==> src/rtl/core/sswp_pkg.sv <==
// ----------------------------------------------------------------------------
// sswp_pkg
// Shared types and constants for the segmented stack with pop-at.
// ----------------------------------------------------------------------------
package sswp_pkg;

  localparam int CAPACITY = 64;
  localparam int ADDR_W   = $clog2(CAPACITY);
  localparam int CNT_W    = ADDR_W + 1;
  localparam int WORD_W   = 32;
  localparam int SIZE_W   = 7;
  localparam int DIVD_W   = SIZE_W + 1;
  localparam int START_W  = ADDR_W + SIZE_W;

  localparam logic [WORD_W-1:0] EMPTY_TOP  = 32'h8000_0000;
  localparam logic [SIZE_W-1:0] RESET_SIZE = 7'd10;

  localparam logic [1:0] OP_PUSH   = 2'd0;
  localparam logic [1:0] OP_POP    = 2'd1;
  localparam logic [1:0] OP_POP_AT = 2'd2;

  localparam logic [1:0] ST_DONE    = 2'd0;
  localparam logic [1:0] ST_IGNORED = 2'd1;
  localparam logic [1:0] ST_FULL    = 2'd2;

  typedef struct packed {
    logic              start;
    logic [DIVD_W-1:0] dividend;
    logic [SIZE_W-1:0] divisor;
  } div_req_t;

  typedef struct packed {
    logic              done;
    logic [SIZE_W-1:0] quotient;
  } div_rsp_t;

endpackage

==> src/rtl/core/sswp_ceil_div.sv <==
// ----------------------------------------------------------------------------
// sswp_ceil_div
// Restoring divider, one quotient bit per cycle; yields the sub-stack count.
// ----------------------------------------------------------------------------
module sswp_ceil_div (
  input  logic              clk,
  input  logic              rst_n,
  input  sswp_pkg::div_req_t req,
  output sswp_pkg::div_rsp_t rsp
);
  import sswp_pkg::*;

  localparam int STEP_W = $clog2(DIVD_W);

  logic [SIZE_W-1:0] rem_r;
  logic [DIVD_W-1:0] quo_r;
  logic [STEP_W-1:0] step_r;
  logic              busy_r;
  logic              done_r;
  logic [DIVD_W-1:0] trial;
  logic              fits;

  assign trial = {rem_r, quo_r[DIVD_W-1]};
  assign fits  = trial >= {1'b0, req.divisor};

  always_ff @(posedge clk) begin
    if (!rst_n) begin
      busy_r <= 1'b0;
      done_r <= 1'b0;
      step_r <= '0;
    end else if (req.start) begin
      busy_r <= 1'b1;
      done_r <= 1'b0;
      step_r <= '0;
      rem_r  <= '0;
      quo_r  <= req.dividend;
    end else if (busy_r) begin
      rem_r  <= fits ? SIZE_W'(trial - {1'b0, req.divisor}) : trial[SIZE_W-1:0];
      quo_r  <= {quo_r[DIVD_W-2:0], fits};
      step_r <= step_r + 1'b1;
      if (step_r == STEP_W'(DIVD_W - 1)) begin
        busy_r <= 1'b0;
        done_r <= 1'b1;
      end
    end else begin
      done_r <= 1'b0;
    end
  end

  assign rsp.done     = done_r;
  assign rsp.quotient = quo_r[SIZE_W-1:0];

endmodule

==> src/rtl/core/segmented_stack_with_pop_at_unit.sv <==
// ----------------------------------------------------------------------------
// segmented_stack_with_pop_at_unit
// Stack of signed words split into sub-stacks, with push, pop and pop-at.
// ----------------------------------------------------------------------------
//  channel | dir | handshake             | payload
//  in_     | in  | in_tvalid/in_tready   | tuser: op; tdata: push_value, index
//  out_    | out | out_tvalid/out_tready | tdata: top, counts, empty, status
//  cfg_    | in  | cfg_tvalid/cfg_tready | tdata: segment_size
//
// Push and pop show their result after the 8-step divider that forms the
// sub-stack count is done; no new item is taken until that result is loaded.
// Pop-at finds the segment's last entry, then moves each entry above it down
// with a read and a write step: the store has one read and one write port.
// Synchronous reset empties the stack and sets segment_size to 10.
// A result word left waiting holds the next item in its final state.
// ----------------------------------------------------------------------------
module segmented_stack_with_pop_at_unit (
  input  logic        clk,
  input  logic        rst_n,
  input  logic        in_tvalid,
  output logic        in_tready,
  input  logic [39:0] in_tdata,   // push_value[31:0], segment_index[37:32]
  input  logic [1:0]  in_tuser,   // op[1:0]
  output logic        out_tvalid,
  input  logic        out_tready,
  output logic [55:0] out_tdata,  // top_value[31:0], entry_count[38:32],
                                  // segment_count[45:39], is_empty[46],
                                  // status[48:47]
  input  logic        cfg_tvalid,
  output logic        cfg_tready,
  input  logic [7:0]  cfg_tdata   // segment_size[6:0]
);
  import sswp_pkg::*;

  localparam logic [3:0] S_IDLE   = 4'd0;
  localparam logic [3:0] S_EXEC   = 4'd1;
  localparam logic [3:0] S_POS    = 4'd2;
  localparam logic [3:0] S_SH_RD  = 4'd3;
  localparam logic [3:0] S_SH_WR  = 4'd4;
  localparam logic [3:0] S_DIV_GO = 4'd5;
  localparam logic [3:0] S_DIV_WT = 4'd6;
  localparam logic [3:0] S_FIN    = 4'd7;

  logic [3:0]         state_r, state_nxt;
  logic [CNT_W-1:0]   fill_r, fill_nxt;
  logic [SIZE_W-1:0]  size_r;
  logic [1:0]         op_r;
  logic [WORD_W-1:0]  val_r;
  logic [ADDR_W-1:0]  k_r;
  logic [1:0]         status_r, status_nxt;
  logic [START_W-1:0] start_r, start_nxt;
  logic [ADDR_W-1:0]  idx_r, idx_nxt;
  logic               out_valid_r;
  logic [55:0]        out_data_r;

  logic [WORD_W-1:0]  mem [CAPACITY];
  logic [WORD_W-1:0]  rdata_r;
  logic               we, re;
  logic [ADDR_W-1:0]  waddr, raddr;
  logic [WORD_W-1:0]  wdata;

  logic [SIZE_W-1:0]  size_eff;
  logic [START_W:0]   end_full;
  logic [CNT_W-1:0]   end_cl;
  logic [ADDR_W-1:0]  pos;
  logic               out_free;
  logic               load_out;
  div_req_t           dreq;
  div_rsp_t           drsp;

  assign size_eff   = (size_r == '0) ? SIZE_W'(1) : size_r;
  assign in_tready  = (state_r == S_IDLE);
  assign cfg_tready = 1'b1;
  assign out_free   = !out_valid_r || out_tready;
  assign load_out   = (state_r == S_FIN) && out_free;

  assign end_full = {1'b0, start_r} + (START_W+1)'(size_eff);
  assign end_cl   = (end_full > (START_W+1)'(fill_r)) ? fill_r : end_full[CNT_W-1:0];
  assign pos      = ADDR_W'(end_cl - 1'b1);

  assign dreq.start    = (state_r == S_DIV_GO);
  assign dreq.dividend = DIVD_W'(fill_r) + DIVD_W'(size_eff) - 1'b1;
  assign dreq.divisor  = size_eff;

  sswp_ceil_div u_div (
    .clk  (clk),
    .rst_n(rst_n),
    .req  (dreq),
    .rsp  (drsp)
  );

  always_comb begin
    state_nxt  = state_r;
    fill_nxt   = fill_r;
    status_nxt = status_r;
    start_nxt  = start_r;
    idx_nxt    = idx_r;
    we         = 1'b0;
    waddr      = fill_r[ADDR_W-1:0];
    wdata      = val_r;
    re         = 1'b0;
    raddr      = ADDR_W'(fill_r - 1'b1);
    case (state_r)
      S_IDLE: begin
        if (in_tvalid) begin
          state_nxt  = S_EXEC;
          status_nxt = ST_DONE;
        end
      end
      S_EXEC: begin
        state_nxt = S_DIV_GO;
        case (op_r)
          OP_PUSH: begin
            if (fill_r == CNT_W'(CAPACITY)) begin
              status_nxt = ST_FULL;
            end else begin
              we       = 1'b1;
              fill_nxt = fill_r + 1'b1;
            end
          end
          OP_POP: begin
            if (fill_r == '0) begin
              status_nxt = ST_IGNORED;
            end else begin
              fill_nxt = fill_r - 1'b1;
            end
          end
          OP_POP_AT: begin
            start_nxt = START_W'(k_r) * START_W'(size_eff);
            state_nxt = S_POS;
          end
          default: begin
          end
        endcase
      end
      S_POS: begin
        if (start_r >= START_W'(fill_r)) begin
          status_nxt = ST_IGNORED;
          state_nxt  = S_DIV_GO;
        end else if (CNT_W'(pos) + 1'b1 < fill_r) begin
          idx_nxt   = pos;
          state_nxt = S_SH_RD;
        end else begin
          fill_nxt  = fill_r - 1'b1;
          state_nxt = S_DIV_GO;
        end
      end
      S_SH_RD: begin
        re        = 1'b1;
        raddr     = idx_r + 1'b1;
        state_nxt = S_SH_WR;
      end
      S_SH_WR: begin
        we    = 1'b1;
        waddr = idx_r;
        wdata = rdata_r;
        if (CNT_W'(idx_r) + CNT_W'(2) < fill_r) begin
          idx_nxt   = idx_r + 1'b1;
          state_nxt = S_SH_RD;
        end else begin
          fill_nxt  = fill_r - 1'b1;
          state_nxt = S_DIV_GO;
        end
      end
      S_DIV_GO: begin
        re        = 1'b1;
        state_nxt = S_DIV_WT;
      end
      S_DIV_WT: begin
        if (drsp.done) begin
          state_nxt = S_FIN;
        end
      end
      S_FIN: begin
        if (out_free) begin
          state_nxt = S_IDLE;
        end
      end
      default: begin
        state_nxt = S_IDLE;
      end
    endcase
  end

  always_ff @(posedge clk) begin
    if (we) begin
      mem[waddr] <= wdata;
    end
    if (re) begin
      rdata_r <= mem[raddr];
    end
  end

  always_ff @(posedge clk) begin
    if (!rst_n) begin
      state_r     <= S_IDLE;
      fill_r      <= '0;
      size_r      <= RESET_SIZE;
      out_valid_r <= 1'b0;
    end else begin
      state_r <= state_nxt;
      fill_r  <= fill_nxt;
      if (cfg_tvalid && cfg_tready) begin
        size_r <= cfg_tdata[SIZE_W-1:0];
      end
      if (load_out) begin
        out_valid_r <= 1'b1;
      end else if (out_tready) begin
        out_valid_r <= 1'b0;
      end
    end
  end

  always_ff @(posedge clk) begin
    status_r <= status_nxt;
    start_r  <= start_nxt;
    idx_r    <= idx_nxt;
    if (in_tvalid && in_tready) begin
      op_r  <= in_tuser;
      val_r <= in_tdata[WORD_W-1:0];
      k_r   <= in_tdata[WORD_W+ADDR_W-1:WORD_W];
    end
    if (load_out) begin
      out_data_r <= {7'd0, status_r, (fill_r == '0), drsp.quotient, fill_r,
                     (fill_r == '0) ? EMPTY_TOP : rdata_r};
    end
  end

  assign out_tvalid = out_valid_r;
  assign out_tdata  = out_data_r;

  a_fill_bound: assert property (@(posedge clk) disable iff (!rst_n)
    fill_r <= CNT_W'(CAPACITY))
    else $error("fill count above capacity");

  a_full_status: assert property (@(posedge clk) disable iff (!rst_n)
    (out_tvalid && out_tdata[48:47] == ST_FULL) |-> out_tdata[38:32] == CNT_W'(CAPACITY))
    else $error("push rejected while not full");

  a_empty_top: assert property (@(posedge clk) disable iff (!rst_n)
    (out_tvalid && out_tdata[46]) |-> (out_tdata[31:0] == EMPTY_TOP && out_tdata[45:39] == '0))
    else $error("empty result with stale top or count");

  a_shift_range: assert property (@(posedge clk) disable iff (!rst_n)
    (state_r == S_SH_WR) |-> (CNT_W'(idx_r) + 1'b1 < fill_r))
    else $error("shift beyond fill");

  a_one_item: assert property (@(posedge clk) disable iff (!rst_n)
    (in_tvalid && in_tready) |=> !in_tready)
    else $error("second item taken while busy");

endmodule
==> config.mk <==
export PLATFORM = sky130hd
export DESIGN_NAME = segmented_stack_with_pop_at_unit
export DESIGN_NICKNAME = d
export VERILOG_FILES = /design/src/rtl/core/sswp_pkg.sv /design/src/rtl/core/sswp_ceil_div.sv /design/src/rtl/core/segmented_stack_with_pop_at_unit.sv
export SDC_FILE = /design/constraint.sdc
export NUM_CORES = 2
export LEC_CHECK = 0
export BUFFER_PORTS_ARGS = -buffer_cell sky130_fd_sc_hd__buf_2
export CORE_UTILIZATION = 55
export CTS_CLUSTER_DIAMETER = 200
export DETAILED_ROUTE_END_ITERATION = 12
export GPL_ROUTABILITY_DRIVEN = 0
export PLACE_DENSITY = 0.74
export SKIP_CTS_REPAIR_TIMING = 1
export SLEW_MARGIN = 20
export SYNTH_ARGS = -nofsm -noshare
export SYNTH_HDL_FRONTEND = slang
export SYNTH_SLANG_ARGS = --single-unit
==> constraint.sdc <==
create_clock -name clk -period 7.49 [get_ports clk]
set_clock_uncertainty 0.2 [all_clocks]
set_input_delay 1.1235 -clock clk [delete_from_list [all_inputs] [get_ports clk]]
set_output_delay 1.1235 -clock clk [all_outputs]
set_load 0.01 [all_outputs]
### Word-level counts from Yosys, hierarchy flattened

Memories as Yosys holds them, arrays and structs flattened. A register that Yosys moved wholly into a read port is not among the register bits.
Index checks and enable logic that the tools add are counted.

* bits in registers: 149
* bits in writable memories: 2048
* output and inout port bits: 59
* word-level logic and storage cells: 129
* memories kept: 1

Memory list
* mem: depth 64, width 32, read ports 1, clocked after memory_dff 1, write ports 1, RTL line segmented_stack_with_pop_at_unit.sv:56 `logic [WORD_W-1:0] mem [CAPACITY];`

* add/sub/neg operators: 11
* multiply operators: 1
* magnitude comparators: 5
* equal/unequal tests: 25
* multiplexer cells: 45
* bitwise operators: 2
* reduce and logical (&&, ||, !) cells: 22

Operators with widths (number)
* two-way mux 7 bit: 8
* two-way mux 6 bit: 6
* two-way mux 32 bit: 1
* one-hot mux 4 bit (8 select lines): 1
* one-hot mux 7 bit (3 select lines): 1
* == test 4 x 3 -> 1 bit (second input constant): 4
* two-way mux 8 bit: 2
* != test 2 bit (second input constant): 8
* adder 13 x 7 -> 14 bit: 1
* > comparator 14 x 7 -> 1 bit: 1
* zero test 7 bit: 2
* less-than comparator 7 bit: 2
* one-hot mux 7 bit (2 select lines): 1
* >= comparator 13 x 7 -> 1 bit: 1
* multiplier 6 x 7 -> 13 bit: 1
* two-way mux 3 bit: 4
* two-way mux 4 bit: 3
* != test 3 bit (second input constant): 4
* one-hot mux 6 bit (2 select lines): 1
* two-way mux 1 bit: 10
* adder 7 x 7 -> 8 bit: 1
* == test 4 x 2 -> 1 bit (second input constant): 2
* >= comparator 8 x 7 -> 1 bit: 1
* two-way mux 2 bit: 4
* other kinds (34): 41

### Longest topological paths before layout

* word-level depth: 11
* depth in mapped cells: 36
* gate-level depth less buffers: 34

### Hierarchy

A second synthesis with hierarchy kept.

* cells, all modules: 4471
* area, all modules: 89632.2 µm²

Modules (own cells, without submodules)
* segmented_stack_with_pop_at_unit: times used 1, cells an instance 4344, area each 88294.7 µm²
* sswp_ceil_div: times used 1, cells an instance 127, area each 1337.5 µm²

### Worst setup path after synthesis

No wires, ideal clock.

* kind: register to register
* start: reg size_r[2]
* end: reg fill_r[6]
* setup time: 0.115 ns
* arrival time: 7.051 ns
* setup slack: 0.125 ns
* cell stages (with the launch flop): 36
* path buffers: 2
* cells stage by stage: dfxtp_1 clkbuf_1 nor4_1 a31oi_1 inv_1 ha_1 fa_1 a21o_1 a21oi_1 xnor2_1 ha_1 nand4_1 o21ai_0 o2111ai_1 or4_1 or4_4 nor2_8 mux2i_1 inv_1 ha_1 clkbuf_1 nand2_1 nor2_1 xor2_1 mux2i_1 xnor2_1 ha_1 a21o_1 a21o_1 a21oi_1 and3_1 o21ai_0 o21ai_1 o22ai_2 and3_1 o21a_1

* word-level cells in the longest chain between the ends: 10

RTL lines
* start, declared: RTL line segmented_stack_with_pop_at_unit.sv:46 `logic [SIZE_W-1:0] size_r;`
* start signal, assigned: RTL line segmented_stack_with_pop_at_unit.sv:204 `size_r <= cfg_tdata[SIZE_W-1:0];`
* zero test 7 bit: RTL line segmented_stack_with_pop_at_unit.sv:71 `assign size_eff = (size_r == '0) ? SIZE_W'(1) : size_r;`
* two-way mux 7 bit *: RTL line segmented_stack_with_pop_at_unit.sv:71
* adder 13 x 7 -> 14 bit *: RTL line segmented_stack_with_pop_at_unit.sv:77 `assign end_full = {1'b0, start_r} + (START_W+1)'(size_eff);`
* > comparator 14 x 7 -> 1 bit: RTL line segmented_stack_with_pop_at_unit.sv:78 `assign end_cl = (end_full > (START_W+1)'(fill_r)) ? fill_r : end_full[CNT_W-1:0];`
* two-way mux 6 bit *: RTL line segmented_stack_with_pop_at_unit.sv:78
* subtractor 6 x 1 -> 6 bit *: RTL line segmented_stack_with_pop_at_unit.sv:79 `assign pos = ADDR_W'(end_cl - 1'b1);`
* adder 6 x 1 -> 7 bit *: RTL line segmented_stack_with_pop_at_unit.sv:140 `end else if (CNT_W'(pos) + 1'b1 < fill_r) begin`
* less-than comparator 7 bit *: RTL line segmented_stack_with_pop_at_unit.sv:140
* != test 2 bit (no line) *
* AND reduction 7 bit (no line) *
* end signal, assigned: RTL line segmented_stack_with_pop_at_unit.sv:202 `fill_r <= fill_nxt;`
* end, declared: RTL line segmented_stack_with_pop_at_unit.sv:45 `logic [CNT_W-1:0] fill_r, fill_nxt;`

Every way passes the cells marked *; elsewhere a longest branch is shown, timed or not.
A chain may end at the register's enable or synchronous reset.

### Worst setup path in the final report

* start: reg size_r[6]
* end: reg idx_r[2], enable pin

* word-level cells in the longest chain between the ends: 10

RTL lines
* zero test 7 bit: RTL line segmented_stack_with_pop_at_unit.sv:71
* two-way mux 7 bit *: RTL line segmented_stack_with_pop_at_unit.sv:71
* adder 13 x 7 -> 14 bit *: RTL line segmented_stack_with_pop_at_unit.sv:77
* > comparator 14 x 7 -> 1 bit: RTL line segmented_stack_with_pop_at_unit.sv:78
* two-way mux 6 bit *: RTL line segmented_stack_with_pop_at_unit.sv:78
* subtractor 6 x 1 -> 6 bit *: RTL line segmented_stack_with_pop_at_unit.sv:79
* adder 6 x 1 -> 7 bit *: RTL line segmented_stack_with_pop_at_unit.sv:140
* less-than comparator 7 bit *: RTL line segmented_stack_with_pop_at_unit.sv:140
* != test 2 bit (no line) *
* AND reduction 4 bit (no line) *
* end signal, assigned: RTL line segmented_stack_with_pop_at_unit.sv:217 `idx_r <= idx_nxt;`
* end, declared: RTL line segmented_stack_with_pop_at_unit.sv:52 `logic [ADDR_W-1:0] idx_r, idx_nxt;`

Marks and branches as above.

==> results.json <==
{
  "dieHeight_microns": 405,
  "die_area_sq_mm": 0.164,
  "clk_path_buf_depth": 3,
  "seq_area_frac_synth": 0.748,
  "via_per_inst": 6.45,
  "clk_latency_ns": 0.84,
  "via_count": 45326,
  "portBuffers": 102,
  "fin_nets": 4861,
  "min_period_ns": 7.27,
  "drt_iter0_drc": 5955,
  "ios": 114,
  "wl_per_cell_microns": 31.3,
  "grt_pass1_wl_microns": 314000,
  "slowest_delay_ns": 0.55,
  "cts.clk_slew.worst_paths_ns": 0.06,
  "drt_pass1_iterations": 6,
  "yosysWarnings": 0,
  "finalCritPeriodShare": 0.970,
  "drv_cap": 0,
  "synthTopCellsByArea": "edfxtp_1 74%, mux4_2 13%, a211oi_1 1.9%, mux2i_1 1.8%, ha_1 1.2%",
  "h-tree-depth": 4,
  "start_util": 0.555,
  "synth_top_area_cell": "edfxtp_1",
  "setup_viol": 0,
  "finalSetupTns_ns": 0,
  "synth_edf_count": 2205,
  "critPathLaunchType": "register",
  "syn_to_final_growth_pct": 12.6,
  "synth_cells": 4451,
  "die_x_microns": 405,
  "required_ns": 7.83,
  "relSlewSlack": 0.118,
  "fmax_mhz": 138,
  "grt_pass1_vias": 45759,
  "hold_viol": 0,
  "p_per_area_mw_per_mm2": 429,
  "wl_microns": 220000,
  "grt_max_degree": 98,
  "ir_drop_mv": 0.571,
  "synth.avg_cell_area_sq_um": 20.0,
  "cts.sinks": 2228,
  "numCtsBuffers": 210,
  "synthArstFlopShare": 0,
  "ys_types": 55,
  "status": "finished clean",
  "cts_tree": "done",
  "slew_viol_final": 0,
  "hp-class": "reg2reg",
  "antenna_found_initial": 8,
  "synthTopCellsByCount": "2205 x edfxtp_1, 512 x mux4_2, 223 x a211oi_1",
  "synth-seq-cells": 2228,
  "netlist.area_leader.share": 0.742,
  "criticalPathCategory": "reg2reg",
  "syn_area_sq_mm": 0.0892,
  "grtUsageTotal": 0.271,
  "synth_most_common_cell": "edfxtp_1",
  "drive_gt1_frac": 0.248,
  "worst_pin_slew_ns": 1.32,
  "utilization": 0.625,
  "clockRootBuffer": "clkbuf_16",
  "worstSetupEndpointType": "register",
  "drc": 0,
  "power_leakage_nw": 32.7,
  "place_hpwl_microns": 122000,
  "ant_nets": 0,
  "core_area_sq_mm": 0.161,
  "synth_top_flop_cell": "edfxtp_1",
  "path_max_fanout": 7,
  "row_count": 147,
  "slowest_stage": "or4_4",
  "grt_overflow": 0,
  "crit_arrival_ns": 7.60
}
[final cells by class]
class,instances,area [sq um]
timing repair buffer,278,2030
tap,2160,2700
fill,10796,60300
antenna,1,2.50
clock inverter,127,1360
inverter,71,267
multi-input combinational,1910,21900
clock buffer,257,5430
sequential,2228,66700
[state kept, by name, summed over array words and instances (netlist names)]
| register | cells |
|---|---|
| fill_r | 7 |
| idx_r | 6 |
| k_r | 6 |
| mem | 2048 |
| op_r | 2 |
| out_tdata | 49 |
| out_tvalid | 1 |
| rdata_r | 32 |
| size_r | 7 |
| start_r | 13 |
| state_r | 3 |
| status_r | 2 |
| u_div.busy_r | 1 |
| u_div.done_r | 1 |
| u_div.quo_r | 8 |
| u_div.rem_r | 7 |
| u_div.step_r | 3 |
| val_r | 32 |
[path summary, 6_finish.rpt]
check	slack [ns]	end	start	cells past startpoint
setup / recovery	0.22	idx_r[2]	size_r[6]	33
hold / removal	0.22	out_tdata[48]	status_r[1]	0
setup reg to reg	0.22	idx_r[2]	size_r[6]	33
hold reg to reg	0.22	out_tdata[48]	status_r[1]	0
[through the flow]
step / total power, mW / setup WS, ns / hold slack (ns) / cell area (sq um) / instances
global route: 44.4 / -0.0725 / 0.215 / 100000 / 7032
detailed placement: 32.4 / -0.0635 / 0.213 / 93500 / 6643
CTS: 42.8 / -0.136 / 0.206 / 100000 / 7027
global placement: 32.1 / 0.0658 / 0.207 / 93500 / 6643
floorplan: 25.9 / 0.125 / 0.200 / 89200 / 4457
finish: 43.1 / 0.222 / 0.220 / 100000 / 7032
[cells by family after synthesis]
group,after synthesis,share of synthesized area
and+or+nand+nor,591,0.0329
xor gates and xnor gates,44,0.00432
muxes,676,0.148
other,2,0.0000842
buffers and inverters,320,0.0151
DFF,2228,0.748
adders and majority gates,107,0.0170
AOI/OAI and AO/OA,483,0.0352
[critical path: cells and delay by family (launching register included)]
kind / cells / cell delay [ns]
DFF: 1 / 0.33
adders and majority gates: 5 / 1.27
xor gates and xnor gates: 2 / 0.31
muxes: 2 / 0.57
and+or+nand+nor: 10 / 2.34
buffers and inverters: 3 / 0.43
AOI/OAI and AO/OA: 11 / 1.50
[power by group]
| group | total [mW] | switching, mW | internal, mW |
|---|---|---|---|
| sequential | 16.1 | 0.194 | 15.9 |
| combinational | 16.5 | 11.2 | 5.31 |
| clock | 10.5 | 4.62 | 5.87 |
[cells in the final DEF, fill, tap and decap left out, types with 102 or more instances in the layout]
| cell type | instances |
|---|---|
| clkbuf_16 | 210 |
| buf_4 | 160 |
| a21oi_1 | 163 |
| edfxtp_1 | 2205 |
| mux4_2 | 512 |
| nor2b_1 | 155 |
| nand2_1 | 151 |
| buf_2 | 102 |
| mux2i_1 | 157 |
| a211oi_1 | 220 |
[layer usage]
| metal | track usage | vias up | part of all wire |
|---|---|---|---|
| li1 | - | 18667 | - |
| met1 | 0.351 | 23642 | 0.36 |
| met2 | 0.434 | 2573 | 0.49 |
| met3 | 0.0667 | 442 | 0.11 |
| met4 | 0.128 | 2 | 0.050 |
| met5 | 0 | - | 0.000059 |
No activity file was read; power rests on OpenSTA's default activity.
